$ cat config.mk
export PLATFORM = sky130hd
export DESIGN_NAME = osa_cfg_regs
export DESIGN_NICKNAME = d
export VERILOG_FILES = /design/src/osa_pkg.sv /design/src/osa_cfg_regs.sv
export SDC_FILE = /design/constraint.sdc
export NUM_CORES = 1
export LEC_CHECK = 0
export BUFFER_PORTS_ARGS = -buffer_cell sky130_fd_sc_hd__clkbuf_2
export CORE_ASPECT_RATIO = 1.5
export CORE_MARGIN = 2
export CORE_UTILIZATION = 45
export CTS_CLUSTER_SIZE = 20
export DETAILED_ROUTE_END_ITERATION = 6
export GPL_ROUTABILITY_DRIVEN = 0
export HOLD_SLACK_MARGIN = 0.02
export PLACE_DENSITY = 0.75
export SYNTH_ARGS = -nofsm -noshare
export SYNTH_HDL_FRONTEND = slang
export SYNTH_SLANG_ARGS = --single-unit
$ cat constraint.sdc
create_clock -name clk -period 1.1 [get_ports clk]
set_input_delay 0.11 -clock clk [delete_from_list [all_inputs] [get_ports clk]]
set_output_delay 0.11 -clock clk [all_outputs]
set_load 0.03 [all_outputs]
$ cat src/osa_pkg.sv
package osa_pkg;

  // monitor states
  typedef enum logic [1:0] {
    ST_IDLE      = 2'd0,
    ST_COUNTDOWN = 2'd1,
    ST_DURATION  = 2'd2,
    ST_STILLNESS = 2'd3
  } state_t;

  // transition reasons
  typedef enum logic [2:0] {
    RSN_MOTION_ABOVE    = 3'd0,
    RSN_MOTION_BELOW    = 3'd1,
    RSN_DOOR_OPENED     = 3'd2,
    RSN_COUNTDOWN_DONE  = 3'd3,
    RSN_DURATION_ALERT  = 3'd4,
    RSN_STILLNESS_ALERT = 3'd5
  } reason_t;

  // door sensor codes
  localparam logic [1:0] DOOR_CLOSED = 2'd1;
  localparam logic [1:0] DOOR_OPEN   = 2'd2;

  // configuration register indexes
  localparam int CFG_INDEX_BITS = 4;
  localparam logic [CFG_INDEX_BITS-1:0] REG_MOTION_THRESHOLD = 4'd0;
  localparam logic [CFG_INDEX_BITS-1:0] REG_COUNTDOWN_LIMIT  = 4'd1;
  localparam logic [CFG_INDEX_BITS-1:0] REG_DURATION_LIMIT   = 4'd2;
  localparam logic [CFG_INDEX_BITS-1:0] REG_STILLNESS_LIMIT  = 4'd3;

  // register reset values before truncation to the field width
  localparam logic [63:0] MOTION_THRESHOLD_RST = 64'd60;
  localparam logic [63:0] COUNTDOWN_LIMIT_RST  = 64'd15000;
  localparam logic [63:0] DURATION_LIMIT_RST   = 64'd1200000;
  localparam logic [63:0] STILLNESS_LIMIT_RST  = 64'd120000;

endpackage

$ cat src/osa_cfg_regs.sv
module osa_cfg_regs #(
  parameter int TIME_BITS   = 32,
  parameter int MOTION_BITS = 16,
  parameter int DATA_BITS   = 32
) (
  input  logic                               clk,
  input  logic                               rst,
  input  logic                               wr_en,
  input  logic [osa_pkg::CFG_INDEX_BITS-1:0] wr_index,
  input  logic [DATA_BITS-1:0]               wr_data,
  output logic [MOTION_BITS-1:0]             motion_threshold,
  output logic [TIME_BITS-1:0]               countdown_limit_ms,
  output logic [TIME_BITS-1:0]               duration_limit_ms,
  output logic [TIME_BITS-1:0]               stillness_limit_ms
);

  // register file, writes to unknown indexes are dropped
  always_ff @(posedge clk) begin
    if (rst) begin
      motion_threshold   <= MOTION_BITS'(osa_pkg::MOTION_THRESHOLD_RST);
      countdown_limit_ms <= TIME_BITS'(osa_pkg::COUNTDOWN_LIMIT_RST);
      duration_limit_ms  <= TIME_BITS'(osa_pkg::DURATION_LIMIT_RST);
      stillness_limit_ms <= TIME_BITS'(osa_pkg::STILLNESS_LIMIT_RST);
    end else if (wr_en) begin
      unique case (wr_index)
        osa_pkg::REG_MOTION_THRESHOLD: motion_threshold   <= wr_data[MOTION_BITS-1:0];
        osa_pkg::REG_COUNTDOWN_LIMIT:  countdown_limit_ms <= wr_data[TIME_BITS-1:0];
        osa_pkg::REG_DURATION_LIMIT:   duration_limit_ms  <= wr_data[TIME_BITS-1:0];
        osa_pkg::REG_STILLNESS_LIMIT:  stillness_limit_ms <= wr_data[TIME_BITS-1:0];
        default: ;
      endcase
    end
  end

endmodule

* After elaboration in Yosys (flattened, before gate mapping)
Index checks and enable logic that the tools add are counted.
** Word-level totals
- Register bits :: 112
- Input bits :: 39
- Logic and storage cells :: 12
** Cells by class
- Eq/ne operators :: 3
- Reductions and logical operators :: 5
** Operator list (number)
- 4-bit by 2-bit == test with 1-bit output, second input constant :: 2
- 2-bit AND reduction :: 4
- 4-bit by 1-bit == test with 1-bit output, second input constant :: 1
- 4-bit logical NOT :: 1

* Depth between registers and ports, before layout
Gate-level depths: netlist of the first run.
- Word-level depth :: 2
- Gate-level depth with buffers :: 5
- Depth with buffers taken out :: 3

* Least setup slack after synthesis of the first run
No wires, ideal clock.
- Kind :: input to register
- Start :: input wr_index[1] in the netlist's numbering
- End :: register stillness_limit_ms[10]
- Arrival :: 1.020 ns
- Data required time :: 1.028 ns
- Slack :: 0.009 ns
- Stages on the path :: 5
- Buffers on the path :: 3
- Cells stage by stage :: buf_2 nand4_1 buf_2 buf_2 mux2i_1
** Between the ends
- Word-level cells in the longest chain between the ends :: 2
** Ends and longest elaborated chain
- start: declaration :: RTL line osa_cfg_regs.sv:9 : input logic [osa_pkg::CFG_INDEX_BITS-1:0] wr_index,
- 4-bit by 2-bit == test with 1-bit output :: RTL line osa_cfg_regs.sv:25 : unique case (wr_index)
- 2-bit AND reduction (no source line)
- end signal: assignment :: RTL line osa_cfg_regs.sv:23 : stillness_limit_ms <= TIME_BITS'(osa_pkg::STILLNESS_LIMIT_RST);
- end signal: assignment :: RTL line osa_cfg_regs.sv:29 : osa_pkg::REG_STILLNESS_LIMIT: stillness_limit_ms <= wr_data[TIME_BITS-1:0];
- end: declaration :: RTL line osa_cfg_regs.sv:14 : output logic [TIME_BITS-1:0] stillness_limit_ms
No other way between the ends.
A chain may end at the register's enable or synchronous reset.

* Worst setup path in the final report of the first run
- Start :: register countdown_limit_ms[19]
- End :: output countdown_limit_ms[19]
** RTL lines
- start: declaration :: RTL line osa_cfg_regs.sv:12 : output logic [TIME_BITS-1:0] countdown_limit_ms,
- start signal: assignment :: RTL line osa_cfg_regs.sv:21 : countdown_limit_ms <= TIME_BITS'(osa_pkg::COUNTDOWN_LIMIT_RST);
- start signal: assignment :: RTL line osa_cfg_regs.sv:27 : osa_pkg::REG_COUNTDOWN_LIMIT: countdown_limit_ms <= wr_data[TIME_BITS-1:0];
No word-level cell between the ends.

==> results.cfg, run 1 <==
[synthesis]
synth-xor-area-share = 0
synth.area.mux_share = 0.2424
synth_cell_type_count = 18
ys_ff_latch = 112
synth_compound_area_frac = 0.01084
syn_nets = 461
synth_top_family_by_area = multiplexers
yosysSeqAreaShare = 0.4981
synth-adder-area-share = 0
yosysWarningCount = 0
synth-simple-area-share = 0.2140
netlist_instances = 422
avgSynthCellArea_um2 = 10.67
syn_area_mm2 = 0.004502

[global_routing]
overflow = 0
antenna_found_initial = 0
grt_pass1_vias = 3559
track_usage = 0.1999
grt_pass1_wl_mm = 17.15
grt_max_degree = 52

[clocking]
postCtsSetupBuffers = 0
cts.htree.levels = 3
path_clk_slew_ns = 0.07
clock-root-buffer = clkbuf_16
numCtsBuffers = 9
clock_latency_ns = 0.34
clock-sinks = 112
cts_tree = done
cts_buffer_depth = 2

[timing]
min_period_ns = 1.034
relSlewSlack = 0.8434
hold_viol_final = 0
fin_skew_ns = 0
slew_violations = 0
worst_slew_pin_slew_ns = 0.2339
post-route-period-util = 0.9404
setup_viol = 0
rsz0062_at_grt = no
clock.fmax_ghz = 0.9667

[power_and_ir_drop]
leakagePower_nw = 2.861
ir_drop_mv = 1.155
p_per_area_mw_per_mm2 = 1399

[finish]
final_nets = 618
final_core_util = 0.6077
fin_area_mm2 = 0.005888
antenna_cells = 0
syn_to_final_growth_pct = 30.79
drive_gt1_frac = 0.3305

[route]
drcViolationCount = 0
dr.pass1.iters = 5
first_iter_violations = 140
viasPerCell = 4.891
wl_per_cell_um = 15.17
final_antenna_net_count = 0
totalWireLength_mm = 10.60
vias = 3419

[placed_design]
hpwl_mm = 7.864
portBuffers = 150
placed_cell_area_mm2 = 0.005549

[worst_setup_path]
path_class = register to output port
path_delay_family = flip-flops
critPathLaunch = countdown_limit_ms[19]
critical_path.max_fanout = 2
arrival_ns = 0.92
timing.critical_path.buf_inv = 1
end_kind = output port
cp-start-kind = register
critPathMaxStageDelay_ns = 0.36
crit_slowest_cell = dfxtp_1
path_cells = clkbuf_2
r2r_start = duration_limit_ms[17]
required_ns = 0.99

[floorplan]
fp.coreArea_mm2 = 0.009689
rows = 44
io_pins = 151
initial_utilization = 0.4646
die_w_um = 85.67
dieArea_mm2 = 0.01084
die_y_um = 126.5

[min_path]
hold_path_class = primary input to register
holdCritStartpoint = wr_data[20]

[run_status]
outcome = complete, no violations

[job]
drv_cap = 0
-- worst reg2reg max path, stage by stage (launching register included) --
cell and delay (ns):
dfxtp_1 0.32, a21boi_0 0.13, a211o_1 0.27
-- worst paths after layout --
| kind | slack, ns | to | cells after the start |
|---|---|---|---|
| min | 0.03 | duration_limit_ms[20] | 2 |
| max | 0.07 | countdown_limit_ms[19] | 1 |
| min reg2reg | 0.48 | stillness_limit_ms[30] | 2 |
| max reg2reg | 0.27 | duration_limit_ms[17] | 2 |
-- layout make-up --
class | count | area (um2)
clock buffer | 10 | 229.0
clock inverter | 6 | 83.83
fill | 865 | 3801
multi-input combinational | 280 | 2107
sequential | 112 | 2242
tap | 115 | 143.9
timing repair buffer | 176 | 1082
-- power by group --
group	leakage, nW	switching, mW	internal (mW)
combinational	1.80	0.367	0.292
clock	0.156	1.45	1.99
sequential	0.905	0.0301	4.11
-- synth_stat cells (all sizes together) --
cell,instances,area (um2)
nand2b,119,744.5
dfxtp,112,2242
and4b,1,10.01
nor2,38,142.6
nand2,1,6.260
mux2i,109,1091
nand4b,1,8.760
buf,15,100.1
and2,1,6.260
a211o,3,26.28
a21boi,3,22.52
and4,1,8.760
nand4,1,6.260
nor2b,1,6.260
nor4b,1,23.77
clkbuf,15,56.30
-- cell usage in the layout, fill, tap and decap left out, types with 2 or more instances in the layout --
cell           instances
mux2i_1              109
clkbuf_16              9
buf_12                10
a21boi_0               3
nor2_1                38
a211o_1                3
dlygate4sd3_1          2
dfxtp_1              112
clkbuf_2             149
clkinv_2               3
buf_4                 14
bufinv_16              2
nand2b_1             119
-- kinds of logic (layout without fill, tap and decap cells) --
group	Yosys count	after routing
multiplexers	109	109
AND/OR/NAND/NOR	165	165
buffers and inverters	30	192
AO/OA/AOI/OAI	6	6
flip-flops	112	112
-- stage by stage --
| step | hold slack [ns] | power [mW] | setup TNS, ns | setup slack, ns | cells |
|---|---|---|---|---|---|
| floorplan | 0.2280 | 4.626 | 0 | 0.008698 | 422 |
| global placement | 0.3396 | 4.873 | -8.830 | -0.2105 | 681 |
| detailed placement | 0.3441 | 4.888 | -11.49 | -0.2801 | 681 |
| CTS | 0.02016 | 8.303 | 0 | 0.04997 | 699 |
| global route | 0.02287 | 8.462 | 0 | 0.02135 | 699 |
| finish | 0.02591 | 8.238 | 0 | 0.06551 | 699 |
-- per-layer routing --
layer / global-route usage / wire length, um
met5: 0 / 0
met1: 0.2318 / 4414
met4: 0.07937 / 270
met2: 0.3539 / 5474
met3: 0.04294 / 445
-- sequential cells by signal, summed over array words and instances (netlist names) --
| signal | count |
|---|---|
| stillness_limit_ms | 32 |
| countdown_limit_ms | 32 |
| motion_threshold | 16 |
| duration_limit_ms | 32 |
-- repair_timing --
item / in CTS / in global routing
hold buffers: 2 / 0
resized for setup: 0 / 2
setup endpoints to repair: 0 / 6
hold endpoints to repair: 2 / 0
Note: power is estimated with default switching activity, not from simulation.
==> run 2, diff against run 1 <==
- CORE_ASPECT_RATIO: 1.5 -> unset
==> run 2 against run 1 <==
  * Sequential share of layout area increased by 0.53 points
  * Register-to-register slack about the same
  * Flip-flop and latch count unchanged
  * Total power decreased by 13%
  * Die area decreased by 0.15%
  * Global-route usage decreased by 0.69 points
  * Via count increased by 0.29%
  * Setup slack got worse by 0.014 ns
  * Sequential power about the same
  * Utilization decreased by 0.92 points
  * Final area decreased by 1.1%
==> results.cfg, run 2 (synthesized netlist as in run 1, its figures left out) <==
[power_and_ir_drop]
power.total_mw = 7.161
power_switching_mw = 1.833
p_comb_frac = 0.094
p_int_mw = 5.327
p_per_area_mw_per_mm2 = 1230
clockPowerShare = 0.329
ir_drop_mv = 0.7750
p_sw_frac = 0.2560
leakagePower_nw = 2.816
sequentialPowerShare = 0.578

[global_routing]
track_usage = 0.1931
grt_pass1_wl_mm = 16.86
grt_pass1_vias = 3408
overflow = 0
antenna_found_initial = 0
grt_max_degree = 64

[timing]
min_period_ns = 1.048
clock.fmax_ghz = 0.9541
fin_skew_ns = 0
rsz0062_at_grt = no
setup_tns_ns = 0
post-route-period-util = 0.9528
setup_viol = 0
worst_slew_pin_slew_ns = 0.2981
slew_violations = 0
setup_ws_ns = 0.05187
hold_slack_ns = 0.03703
relSlewSlack = 0.8013
hold_viol_final = 0

[placed_design]
placed_cell_area_mm2 = 0.005502
portBuffers = 150
post-place-cells = 698
dpl_worst_slack_ns = -0.1389
hpwl_mm = 7.587

[route]
viasPerCell = 4.736
wl_per_cell_um = 14.52
first_iter_violations = 118
wl_met2_mm = 4.812
totalWireLength_mm = 10.51
final_antenna_net_count = 0
topRoutingLayerUsed = met4
wl_met1_mm = 4.944
vias = 3429
dr.pass1.iters = 4
wl_met3_um = 699
drcViolationCount = 0

[finish]
syn_to_final_growth_pct = 29.35
final_core_util = 0.5985
final_cell_mix = 119 x nand2b_1, 117 x clkbuf_2, 109 x mux2i_1, 107 x dfxtp_1, 38 x nor2_1
top_regs = countdown_limit_ms (32), duration_limit_ms (32), stillness_limit_ms (32)
antenna_cells = 0
drive_gt1_frac = 0.3333
fillCellCount = 862
fin_area_mm2 = 0.005823
layout.cells.non_filler = 724
final_nets = 625
final_common_cell = nand2b_1

[run_status]
outcome = complete, no violations

[job]
drv_cap = 0

[clocking]
cts_tree = done
numCtsBuffers = 9
cts.htree.levels = 3
clock-root-buffer = clkbuf_8
cts_buffer_depth = 2
path_clk_slew_ns = 0.12
clock-sinks = 112
clock_latency_ns = 0.35

[worst_setup_path]
cp-start-kind = register
critPathMaxStageDelay_ns = 0.36
path_delay_family = flip-flops
timing.critical_path.buf_inv = 1
path_class = register to output port
critical_path.max_fanout = 2
path_cells = clkbuf_2
required_ns = 0.99
crit_slowest_cell = dfxtp_1
end_kind = output port
arrival_ns = 0.94

[floorplan]
io_pins = 151
rows = 36
die_y_um = 104.0
initial_utilization = 0.4627
die_w_um = 104.0
fp.coreArea_mm2 = 0.009729
dieArea_mm2 = 0.01082

[min_path]
hold_path_class = primary input to register
## run 2: cell types whose count changed in the layout (fill, tap and decap cells not counted), sizes merged
cell	before	now
clkinv	4	2
inv	0	2
clkbuf	159	137
dlygate4sd3	2	10
buf	25	46
bufinv	2	0
clkinvlp	0	2
## run 2: metal layers
metal	global-route usage	vias up
li1	-	1712
met1	0.2566	1600
met2	0.3008	113
met3	0.06140	4
met4	0.05792	0
met5	0	-
## run 2: power by group through the flow
stage,sequential (mW),combinational [mW],clock [mW]
CTS,4.14,0.668,2.42
finish,4.14,0.670,2.35
global route,4.14,0.719,2.61
detailed placement,4.23,0.640,0
global placement,4.23,0.629,0
floorplan,4.33,0.293,0
## run 2: cell type report
class	instances	area [um2]	area share
tap	133	166.4	0.02858
timing repair buffer	183	1114	0.1912
sequential	112	2248	0.3861
clock inverter	6	52.55	0.009025
multi-input combinational	280	2105	0.3614
clock buffer	10	137.6	0.02364
## run 2: path summary, 6_finish.rpt
| check | start | endpoint | slack, ns | cells past startpoint |
|---|---|---|---|---|
| worst max-delay path | motion_threshold[8] | motion_threshold[8] | 0.05 | 1 |
| worst min-delay path | wr_data[5] | motion_threshold[5] | 0.04 | 3 |
| worst max register to register | duration_limit_ms[8] | duration_limit_ms[8] | 0.27 | 2 |
| worst min register to register | countdown_limit_ms[24] | countdown_limit_ms[24] | 0.48 | 2 |
## run 2: worst register-to-register path: cells and delay by family (launching register included)
kind / cells / cell delay (ns)
compound gates: 2 / 0.39
flops: 1 / 0.33
## run 2: what timing repair did
action	4_1_cts	5_1_grt
setup endpoints to repair	0	32
endpoints found under the hold margin	13	1
gates resized for setup	0	47
hold buffers	9	1
setup buffers	0	0
